**src/rtl/rdp_pkg.sv**
```systemverilog
// Package for the RSA decryption block: controller states, command and
// status structs, and the fixed ciphertext width. No dependencies.
`default_nettype none
package rdp_pkg;

  localparam int CT_W = 63;

  typedef enum logic [3:0] {
    ST_IDLE, ST_KEY_N, ST_KEY_T, ST_EUC_INIT, ST_EUC_TEST, ST_EUC_WAIT,
    ST_INV_START, ST_INV_WAIT, ST_KEY_DONE, ST_RED_START, ST_RED_WAIT,
    ST_EXP_CHECK, ST_MULA_WAIT, ST_EXP_SQ, ST_MULB_WAIT, ST_DONE
  } state_t;

  typedef enum logic [1:0] {DIV_EUC, DIV_INV, DIV_RED} div_sel_t;
  typedef enum logic {MUL_ANS, MUL_SQ} mul_sel_t;

  typedef struct packed {
    logic     in_load;
    logic     key_mul_n;
    logic     key_mul_t;
    logic     pe_clear;
    logic     euc_init;
    logic     div_start;
    div_sel_t div_sel;
    logic     euc_upd;
    logic     inv_fix;
    logic     key_set;
    logic     red_load;
    logic     mul_start;
    mul_sel_t mul_sel;
    logic     mul_wb;
    logic     d_shift;
    logic     out_push;
  } cmd_t;

  typedef struct packed {
    logic key_ready;
    logic tot_zero;
    logic r1_zero;
    logic pe_zero;
    logic mod_zero;
    logic div_done;
    logic mul_done;
    logic d_lsb;
    logic d_last;
  } status_t;

endpackage
`default_nettype wire

```
**src/rtl/rdp_ctrl.sv**
```systemverilog
// Controller state machine sequencing key derivation, reduction and
// square-and-multiply. Depends on rdp_pkg.
`default_nettype none
module rdp_ctrl (
  input  wire logic             clk,
  input  wire logic             rst,
  input  wire logic             in_valid,
  output logic                  in_ready,
  input  wire logic             out_free,
  input  wire rdp_pkg::status_t sts,
  output rdp_pkg::cmd_t         cmd
);
  import rdp_pkg::*;

  state_t state, state_next;

  always_ff @(posedge clk) begin
    if (rst) state <= ST_IDLE;
    else state <= state_next;
  end

  always_comb begin
    state_next = state;
    unique case (state)
      ST_IDLE:      if (in_valid) state_next = sts.key_ready ? ST_RED_START : ST_KEY_N;
      ST_KEY_N:     state_next = ST_KEY_T;
      ST_KEY_T:     state_next = ST_EUC_INIT;
      ST_EUC_INIT:  state_next = sts.tot_zero ? ST_KEY_DONE : ST_EUC_TEST;
      ST_EUC_TEST:  state_next = sts.r1_zero ? ST_INV_START : ST_EUC_WAIT;
      ST_EUC_WAIT:  if (sts.div_done) state_next = ST_EUC_TEST;
      ST_INV_START: state_next = ST_INV_WAIT;
      ST_INV_WAIT:  if (sts.div_done) state_next = ST_KEY_DONE;
      ST_KEY_DONE:  state_next = ST_RED_START;
      ST_RED_START: state_next = (sts.pe_zero || sts.mod_zero) ? ST_DONE : ST_RED_WAIT;
      ST_RED_WAIT:  if (sts.div_done) state_next = ST_EXP_CHECK;
      ST_EXP_CHECK: state_next = sts.d_lsb ? ST_MULA_WAIT : ST_EXP_SQ;
      ST_MULA_WAIT: if (sts.mul_done) state_next = ST_EXP_SQ;
      ST_EXP_SQ:    state_next = sts.d_last ? ST_DONE : ST_MULB_WAIT;
      ST_MULB_WAIT: if (sts.mul_done) state_next = ST_EXP_CHECK;
      ST_DONE:      if (out_free) state_next = ST_IDLE;
      default:      state_next = ST_IDLE;
    endcase
  end

  always_comb begin
    cmd         = '0;
    cmd.div_sel = DIV_EUC;
    cmd.mul_sel = MUL_ANS;
    in_ready    = 1'b0;
    unique case (state)
      ST_IDLE: begin
        in_ready    = 1'b1;
        cmd.in_load = in_valid;
      end
      ST_KEY_N: cmd.key_mul_n = 1'b1;
      ST_KEY_T: cmd.key_mul_t = 1'b1;
      ST_EUC_INIT: begin
        cmd.pe_clear = sts.tot_zero;
        cmd.euc_init = !sts.tot_zero;
      end
      ST_EUC_TEST: cmd.div_start = !sts.r1_zero;
      ST_EUC_WAIT: cmd.euc_upd = sts.div_done;
      ST_INV_START: begin
        cmd.div_sel   = DIV_INV;
        cmd.div_start = 1'b1;
      end
      ST_INV_WAIT: begin
        cmd.div_sel = DIV_INV;
        cmd.inv_fix = sts.div_done;
      end
      ST_KEY_DONE: cmd.key_set = 1'b1;
      ST_RED_START: begin
        cmd.div_sel   = DIV_RED;
        cmd.div_start = !(sts.pe_zero || sts.mod_zero);
      end
      ST_RED_WAIT: begin
        cmd.div_sel  = DIV_RED;
        cmd.red_load = sts.div_done;
      end
      ST_EXP_CHECK: cmd.mul_start = sts.d_lsb;
      ST_MULA_WAIT: cmd.mul_wb = sts.mul_done;
      ST_EXP_SQ: begin
        cmd.d_shift   = 1'b1;
        cmd.mul_sel   = MUL_SQ;
        cmd.mul_start = !sts.d_last;
      end
      ST_MULB_WAIT: begin
        cmd.mul_sel = MUL_SQ;
        cmd.mul_wb  = sts.mul_done;
      end
      ST_DONE: cmd.out_push = out_free;
      default: cmd = '0;
    endcase
  end
endmodule
`default_nettype wire

```
**config.mk**
```make
export PLATFORM = sky130hd
export DESIGN_NAME = rdp_ctrl
export DESIGN_NICKNAME = d
export VERILOG_FILES = /design/src/rtl/rdp_pkg.sv /design/src/rtl/rdp_ctrl.sv
export SDC_FILE = /design/constraint.sdc
export NUM_CORES = 1
export LEC_CHECK = 0
export ABC_CLOCK_PERIOD_IN_PS = 1500
export BUFFER_PORTS_ARGS = -buffer_cell sky130_fd_sc_hd__buf_4
export CAP_MARGIN = 30
export CORE_UTILIZATION = 25
export CTS_CLUSTER_DIAMETER = 80
export CTS_CLUSTER_SIZE = 20
export DETAILED_ROUTE_END_ITERATION = 8
export GPL_ROUTABILITY_DRIVEN = 0
export PLACE_DENSITY_LB_ADDON = 0.15
export SLEW_MARGIN = 15
export SYNTH_ARGS = -nofsm -noshare
export SYNTH_HDL_FRONTEND = slang
export SYNTH_SLANG_ARGS = --single-unit
```
**constraint.sdc**
```tcl
create_clock -name clk -period 1.5 [get_ports clk]
set_input_delay 0.075 -clock clk [delete_from_list [all_inputs] [get_ports clk]]
set_output_delay 0.075 -clock clk [all_outputs]
set_load 0.02 [all_outputs]
```
==> results of run 1 <==
-- worst max path at each step --
stage	from	to	slack [ps]	depth (start not counted)
floorplan	state[2]$_SDFFE_PP0P_	state[3]$_SDFFE_PP0P_	-70	5
global placement	state[0]$_SDFFE_PP0P_	state[0]$_SDFFE_PP0P_	-110	5
detailed placement	state[2]$_SDFFE_PP0P_	state[0]$_SDFFE_PP0P_	-200	6
CTS	state[2]$_SDFFE_PP0P_	cmd[16]	-40	5
global route	state[1]$_SDFFE_PP0P_	state[0]$_SDFFE_PP0P_	-130	7
finish	state[1]$_SDFFE_PP0P_	state[0]$_SDFFE_PP0P_	-40	7
-- power groups by stage --
stage / sequential [µW] / combinational, µW / clock (µW)
after CTS: 276 / 1640 / 140
after global placement: 246 / 1470 / 0
after detailed placement: 247 / 1470 / 0
final: 289 / 2020 / 131
after global routing: 302 / 2160 / 144
after floorplan: 193 / 823 / 0
-- worst max-delay path: cells and delay by family, from the launching register on --
| kind | cells | cell delay, ps |
|---|---|---|
| AO/OA/AOI/OAI | 3 | 540 |
| buffers and inverters | 3 | 400 |
| flip-flops | 1 | 350 |
| multiplexers | 1 | 130 |
-- synth_stat cells (3+ instances only) --
| library cell | instances | share of area, % |
|---|---|---|
| inv_1 | 5 | 3.4 |
| o21ai_0 | 4 | 3.6 |
| dfxtp_1 | 4 | 14 |
| a21oi_1 | 3 | 2.7 |
| nor3_1 | 7 | 6.3 |
| buf_2 | 3 | 2.7 |
| nand3_1 | 3 | 2.7 |
| nand2b_1 | 4 | 4.5 |
| nor2b_1 | 3 | 3.4 |
| nand2_1 | 5 | 3.4 |
| nor2_1 | 7 | 4.7 |
-- layer usage --
layer	GRT usage (%)	vias to the layer above	share of wire [%]
met4	5.88	0	0
li1	-	420	-
met1	23.9	395	43
met2	31.5	21	53
met3	2.49	0	3.4
met5	0	-	0
-- cell families (layout without fill, tap and decap cells) --
group	after synthesis	count (layout)	synth area share, %
buf+inv	11	71	9.44
compound gates	23	23	34.6
simple gates	40	40	39.6
flops	4	4	14.4
mux	1	1	2.02
-- layout make-up --
type | instances | area, µm² | share of cell area (%)
inverter | 5 | 18.8 | 1.48
tap | 27 | 33.8 | 2.66
multi-input combinational | 64 | 578 | 45.5
clock buffer | 3 | 22.5 | 1.77
timing repair buffer | 63 | 522 | 41.1
sequential | 4 | 95.1 | 7.49
-- stage by stage --
stage | total power [µW] | worst slack (ps)
detailed placement | 1720 | -196
global route | 2610 | -130
global placement | 1720 | -112
floorplan | 1020 | -65.8
finish | 2440 | -44.0
CTS | 2060 | -39.9
-- layout by cell type (no fill, tap or decap), types with 2 or more instances in the layout --
master     count
nand2b_1       3
a21oi_1        3
dfxtp_4        4
nor2b_1        2
buf_4         50
clkbuf_4       3
a2111oi_4      2
nor2_1         4
nor2_2         3
nand2_1        3
o21ai_0        4
nor3_2         3
nand3_1        3
nor3_1         4
nor3b_2        2
nand2_2        2
buf_6         13
o31ai_1        2
inv_1          5
-- timing repair --
| action | CTS | global route |
|---|---|---|
| pin swaps | 2 | 10 |
| endpoints found under the setup margin | 16 | 12 |
| resized for setup | 21 | 29 |
| buffers inserted | 2 | 5 |
==> metrics.md, run 1 <==
| Metric | Value |
|---|---|
| DRT iter0 DRCs | 15 |
| Fill cells | 168 |
| Clock slew at reported path FFs | 40 ps |
| Slew HR | 74.9% |
| Setup CP Type | flip-flop to flip-flop |
| TritonRoute pass-1 iters | 4 |
| Final clock skew | 0.788 ps |
| VDD IR max | 0.00115 V |
| Number of flops mapped to enable cells by yosys | 0 |
| Biggest regs | state x4 |
| Detail Route Antenna Nets | 0 |
| Top reg by flops | state |
| Layout area overhead | 128% |
| NetSw | 1110 µW |
| Crit path cell chain | buf_6 -> buf_6 -> mux2_4 -> o32ai_1 -> a2111oi_1 -> buf_4 -> o41ai_4 |
| Initial Utilization | 27.5% |
| Fmax | 648 MHz |
| CP max stage delay | 410 ps |
| Reg2reg start | state[1]$_SDFFE_PP0P_ |
| RSZ-0062 raised after global routing | true |
| Port Buffer Count | 30 |
| Max Transition Viols Final | 0 |
| Cell count after synthesis | 79 |
| Die ar. | 2420 µm² |
| Register area share after synthesis | 14.4% |
| Global-route wire length before repair | 3530 µm |
| Crit-path most repeated cell | buf_6 |
| Final instance area | 1270 µm² |
| Failing checks | setup timing |
| Ant diodes | 0 |
| Share of cells above drive strength 1 | 68.3% |
| Mapped Avg Cell Area | 7.05 µm² |
| Row count | 16 |
| Startpoint types | flip-flop |
| Switch share | 45.2% |
| Syn. warnings | 0 |
| Int Power | 1340 µW |
| CTS tree | yes |
| Clock share of power | 5.4% |
| Final Cycle Share | 103% |
| Worst setup EP type | flip-flop |
| Reg-to-reg endpoint | state[0]$_SDFFE_PP0P_ |
| Max-cap violation count | 0 |
| Async SR Flop Fraction | 0% |
| Via density | 5.04 |
| # setup viols final | 2 |
| WP data required | 1610 ps |
| Crit-path slowest cell | a2111oi_1 |
| Area after DPL | 983 µm² |
| Clk Latency, worst-skew pair | 230 ps |
| Crit path time final | 1540 ps |
| GRT Total Usage | 18.6% |
| Vias in the first global route | 798 |
| Outcome | finished with violations |
| Dpl cells | 156 |
| DRC Markers | 0 |
| Largest net degree at the start of global routing | 11 |
| Final nets | 154 |
| Root Driver | clkbuf_4 |
| Seq cells post-synth | 4 |
| Final cell count without fillers | 166 |
| Max FFs per register | 4 |
| Worst-Margin Slew | 376 ps |
| Leak Pwr | 0.000561 µW |
| Layout Utilization | 62.8% |
| Hold_sp | rst |
| Top_reg_cell synth | dfxtp_1 |
| CP Data Arrival Time | 1650 ps |
| Combinational share of power | 82.8% |
| Die W | 49.2 µm |
| Drt total wl | 2300 µm |
| Avg WL per Cell | 13.9 µm |
| PnR worst setup slack | -44.0 ps |
| Hold-fix buffers, CTS | 0 |
| Distinct cells, synth | 36 |
| TNS Setup | -53.1 ps |
| Die H | 49.2 µm |
| Crit Path Max Fanout | 6 |
| Htree depth | 1 |
| Final Hold Fails | 0 |
| Net count after synthesis | 92 |
| Hold WS | 56.9 ps |
| R2R setup slack | -40 ps |
| Via count | 836 |
| R2R depth | 7 |
| Hold endpoint | state[1]$_SDFFE_PP0P_ |
| HP Class | input pin to flip-flop |
| Ports | 31 |
| Clock sinks | 4 |
| TritonCTS Buffers | 3 |
| Post-Syn Area | 557 µm² |
| Sequential share of power | 11.8% |
| Core area | 2020 µm² |
| PD cells | 1920 nW/µm² |
| Grt ovf | 0 |
| Hold Path Depth | 2 |
| Antenna violations before repair | 0 |
| Clock Tree Buf Depth | 2 |
| DP Wirelength | 1610 µm |
Power figures use the tool's default switching activity.
==> run 2: changes to the inputs <==
--- a/config.mk
+++ b/config.mk
@@ -5,7 +5,7 @@
 export SDC_FILE = /design/constraint.sdc
 export NUM_CORES = 1
 export LEC_CHECK = 0
-export ABC_CLOCK_PERIOD_IN_PS = 1500
+export ABC_CLOCK_PERIOD_IN_PS = 1600
 export BUFFER_PORTS_ARGS = -buffer_cell sky130_fd_sc_hd__buf_4
 export CAP_MARGIN = 30
 export CORE_UTILIZATION = 25
==> constraint.sdc (replaced) <==
create_clock -name clk -period 1.6 [get_ports clk]
set_input_delay 0.08 -clock clk [delete_from_list [all_inputs] [get_ports clk]]
set_output_delay 0.08 -clock clk [all_outputs]
set_load 0.02 [all_outputs]
==> metrics.md, run 2 (synthesized netlist as in run 1, its figures left out) <==
| Metric | Value |
|---|---|
| Slew HR | 75.7% |
| Share of cells above drive strength 1 | 56.3% |
| Max-cap violation count | 0 |
| Row count | 16 |
| CTS tree | yes |
| Initial Utilization | 27.5% |
| WP data required | 1740 ps |
| Max FFs per register | 4 |
| Hold Path Depth | 2 |
| Clock sinks | 4 |
| Top reg by flops | state |
| DRC Markers | 0 |
| Die ar. | 2420 µm² |
| Root Driver | clkbuf_4 |
| Detail Route Antenna Nets | 0 |
| Port Buffer Count | 30 |
| Die H | 49.2 µm |
| Leak Pwr | 0.000471 µW |
| Grt ovf | 0 |
| Fmax | 632 MHz |
| Clk Latency, worst-skew pair | 240 ps |
| Biggest regs | state x4 |
| Clock slew at reported path FFs | 40 ps |
| Ant diodes | 0 |
| Final cell count without fillers | 155 |
| Via density | 4.94 |
| Outcome | finished, final reports clean |
| Antenna violations before repair | 0 |
| TNS Setup | 0 ps |
| Via count | 766 |
| R2R depth | 5 |
| DP Wirelength | 1500 µm |
| # setup viols final | 0 |
| Hold WS | 41.9 ps |
| Setup CP Type | flip-flop to flip-flop |
| Worst setup EP type | flip-flop |
| Worst-Margin Slew | 364 ps |
| CP max stage delay | 310 ps |
| GRT Total Usage | 16.6% |
| DRT iter0 DRCs | 8 |
| Startpoint types | flip-flop |
| Crit-path slowest cell | dfxtp_1 |
| TritonRoute pass-1 iters | 4 |
| Largest net degree at the start of global routing | 11 |
| Hold-fix buffers, CTS | 0 |
| Crit path cell chain | buf_4 -> and3b_1 -> o221a_4 -> or2_4 -> o41ai_2 |
| Die W | 49.2 µm |
| Most frequent cells in the layout | buf_4 (52), nor2_1 (7), nor3_1 (5), nand2_1 (5), inv_1 (5) |
| Layout area overhead | 89.0% |
| Dpl cells | 152 |
| RSZ-0062 raised after global routing | true |
| Final nets | 143 |
| VDD IR max | 0.000820 V |
| Core area | 2020 µm² |
| Drt total wl | 1980 µm |
| Avg WL per Cell | 12.8 µm |
| Crit Path Max Fanout | 5 |
| Crit path time final | 1580 ps |
| Commonest non-fill, non-tap cell in the layout | buf_4 |
| Final Cycle Share | 98.9% |
| TritonCTS Buffers | 3 |
| Htree depth | 1 |
| HP Class | input pin to flip-flop |
| Global-route wire length before repair | 3150 µm |
| CP Data Arrival Time | 1720 ps |
| Vias in the first global route | 673 |
| Ports | 31 |
| Clock Tree Buf Depth | 2 |
| PD cells | 1760 nW/µm² |
| Max Transition Viols Final | 0 |
| Final Hold Fails | 0 |
| Final clock skew | 1.16 ps |
-- run 2: metal layers --
layer,vias to the layer above,global-route usage [%],wire length (µm)
met1,344,22.4,889
met3,3,1.56,88
met4,0,5.88,25
met5,-,0,0
met2,22,27.2,979
li1,397,-,-
-- run 2: layout make-up --
cell class / count / area [µm²]
Fill cell: 212 / 970
Timing Repair Buffer: 52 / 390
Tap cell: 27 / 33.8
Sequential cell: 4 / 87.6
Inverter: 5 / 18.8
Multi-Input combinational cell: 64 / 499
Clock buffer: 3 / 22.5
-- run 2: timing repair --
| action | CTS | global route |
|---|---|---|
| pin swaps | 2 | 3 |
| buffers inserted | 0 | 0 |
| gates resized for setup | 2 | 15 |
| setup endpoints to repair | 8 | 11 |
-- run 2: critical path, delay by kind of cell, from the launching register on --
family                 cells  cell delay (ps)
AND/OR/NAND/NOR            2              460
AO/OA/AOI/OAI              2              550
flip-flops                 1              310
buffers and inverters      1              150
-- run 2: through the flow --
| step | setup slack (ps) | utilization (%) | area [µm²] | total power (µW) |
|---|---|---|---|---|
| 2_1_floorplan | 34.2 | - | 563 | 952 |
| 3_3_place_gp | -74.8 | 47.2 | 953 | 1550 |
| 3_5_place_dp | -48.5 | 47.2 | 953 | 1550 |
| 4_1_cts | 5.70 | 48.4 | 978 | 1700 |
| 5_1_grt | -47.0 | 52.0 | 1050 | 1980 |
| 6_report | 18.3 | 52.0 | 1050 | 1850 |
-- run 2: final timing paths --
| kind | startpoint | endpoint | slack (ps) |
|---|---|---|---|
| hold / removal | rst | state[1]$_SDFFE_PP0P_ | 40 |
| hold reg to reg | state[1]$_SDFFE_PP0P_ | state[1]$_SDFFE_PP0P_ | 680 |
| setup reg to reg | state[1]$_SDFFE_PP0P_ | state[0]$_SDFFE_PP0P_ | 20 |
| setup / recovery | state[1]$_SDFFE_PP0P_ | state[0]$_SDFFE_PP0P_ | 20 |
-- run 2: report_power, final --
part           internal [µW]  total, µW  switching, µW
registers                161        239           78.7
logic                    726       1480            758
clock network           84.3        131           46.7
total                    971       1850            883
==> run 3: changes to the inputs <==
--- a/config.mk
+++ b/config.mk
@@ -8,6 +8,7 @@
 export ABC_CLOCK_PERIOD_IN_PS = 1600
 export BUFFER_PORTS_ARGS = -buffer_cell sky130_fd_sc_hd__buf_4
 export CAP_MARGIN = 30
+export CORE_ASPECT_RATIO = 0.8
 export CORE_UTILIZATION = 25
 export CTS_CLUSTER_DIAMETER = 80
 export CTS_CLUSTER_SIZE = 20
==> metrics.md, run 3 (synthesized netlist as in run 1, its figures left out) <==
| Metric | Value |
|---|---|
| TritonRoute pass-1 iters | 4 |
| Die W | 54.8 µm |
| CP Data Arrival Time | 1660 ps |
| R2R setup slack | 70 ps |
| Row count | 14 |
| Port Buffer Count | 30 |
| DRT iter0 DRCs | 12 |
| Startpoint types | flip-flop |
| GRT Total Usage | 16.8% |
| Via density | 5.05 |
| Ports | 31 |
| Multi-input logic area | 500 µm² |
| CTS tree | yes |
| Most frequent cells in the layout | buf_4 (51), nor2_1 (7), nor3_1 (6) |
| DRC Markers | 0 |
| Leak Pwr | 0.000491 µW |
| Root Driver | clkbuf_4 |
| Via count | 777 |
| Final nets | 145 |
| Worst-Margin Slew | 343 ps |
| HP Class | input pin to flip-flop |
| WP data required | 1730 ps |
| Detail Route Antenna Nets | 0 |
| Final instance area | 1070 µm² |
| Final clock skew | 0.810 ps |
| Top reg by flops | state |
| R2R depth | 5 |
| Avg WL per Cell | 12.4 µm |
| Clock sinks | 4 |
| Reg2reg start | state[1]$_SDFFE_PP0P_ |
| Share of cells above drive strength 1 | 57.7% |
| Grt ovf | 0 |
| Crit-path slowest cell | dfxtp_2 |
| Outcome | finished, final reports clean |
| Ant diodes | 0 |
| # setup viols final | 0 |
| DP Wirelength | 1480 µm |
| Die H | 44.2 µm |
| Max Transition Viols Final | 0 |
| Die ar. | 2420 µm² |
| Fill cells | 197 |
| Register area | 85.1 µm² |
| Drt total wl | 1900 µm |
| Core area | 1980 µm² |
| Final Hold Fails | 0 |
| Crit path from | state[1]$_SDFFE_PP0P_ |
| Crit path to | state[0]$_SDFFE_PP0P_ |
| Layout Utilization | 54.2% |
| TritonCTS Buffers | 3 |
| Initial Utilization | 28.1% |
| Vias in the first global route | 682 |
| Crit Path Max Fanout | 4 |
| Clk Latency, worst-skew pair | 230 ps |
| Global-route wire length before repair | 2990 µm |
| Htree depth | 1 |
| Crit path cell chain | buf_4 -> and3b_1 -> o221a_4 -> or2_4 -> o41ai_2 |
| Slew HR | 77.1% |
| Crit path time final | 1530 ps |
| Area after DPL | 950 µm² |
| RSZ-0062 raised after global routing | true |
| VDD IR max | 0.000851 V |
| Reg-to-reg endpoint | state[0]$_SDFFE_PP0P_ |
| Final Cycle Share | 95.9% |
| Setup CP Type | flip-flop to flip-flop |
| Worst setup EP type | flip-flop |
| Max-cap violation count | 0 |
| Biggest regs | state x4 |
| Commonest non-fill, non-tap cell in the layout | buf_4 |
| Largest net degree at the start of global routing | 11 |
| Clock slew at reported path FFs | 40 ps |
| Hold-fix buffers, CTS | 0 |
| Max FFs per register | 4 |
| Clock Tree Buf Depth | 2 |
| PD cells | 1770 nW/µm² |
| Layout area overhead | 92.8% |
| Fmax | 652 MHz |
| Antenna violations before repair | 0 |
| CP max stage delay | 320 ps |
[run 3: cell count changes in the layout (fill, tap and decap cells not counted), moves of 2 or more]
cell     delta
buf_6       +3
dfxtp_2     +4
dfxtp_4     -2
dfxtp_1     -2
[run 3: worst min-delay path by stage]
stage | start | end | cells past startpoint
floorplan | rst | state[1]$_SDFFE_PP0P_ | 1
global placement | rst | state[1]$_SDFFE_PP0P_ | 2
detailed placement | rst | state[1]$_SDFFE_PP0P_ | 2
CTS | rst | state[1]$_SDFFE_PP0P_ | 2
global route | rst | state[1]$_SDFFE_PP0P_ | 2
finish | rst | state[1]$_SDFFE_PP0P_ | 2
[run 3: critical path, delay by kind of cell, from the launching register on]
family	cells	cell delay, ps
buffers and inverters	1	140
and+or+nand+nor	2	440
AOI/OAI and AO/OA	2	530
DFF	1	320
[run 3: timing repair]
item	CTS	global route
pin swaps	0	4
resized for setup	3	17
setup buffers	0	2
gates cloned	0	0
endpoints found under the setup margin	4	14
[run 3: stage by stage]
stage | total power (µW) | setup slack (ps) | hold WS [ps] | cells | setup TNS [ps]
finish | 1900 | 65.3 | 44.1 | 154 | 0
global route | 2040 | -16.8 | 40.1 | 154 | -24.2
CTS | 1700 | -1.51 | 40.5 | 152 | -1.51
detailed placement | 1550 | 8.69 | 284 | 149 | 0
global placement | 1550 | 9.31 | 283 | 149 | 0
floorplan | 952 | 34.2 | 149 | 79 | 0
[run 3: where the power goes]
group          switching, µW  internal, µW  total (µW)
registers               64.3           157         221
logic                    770           788        1560
clock network           39.2          83.8         123
[run 3: area by class of cell]
class                           count  share of cell area (%)
Multi-Input combinational cell     64                    46.6
Inverter                            5                    1.75
Sequential cell                     4                    7.93
Clock buffer                        3                    2.10
Timing Repair Buffer               54                    38.8
Tap cell                           24                    2.80
[run 3: routing by layer]
metal  track usage, %  vias to the layer above  share of wire (%)
met5                0                        -                  0
met4             3.08                        0                  0
met3             2.06                        0                6.1
met2             27.0                       30                 47
met1             24.0                      349                 47
li1                 -                      398                  -
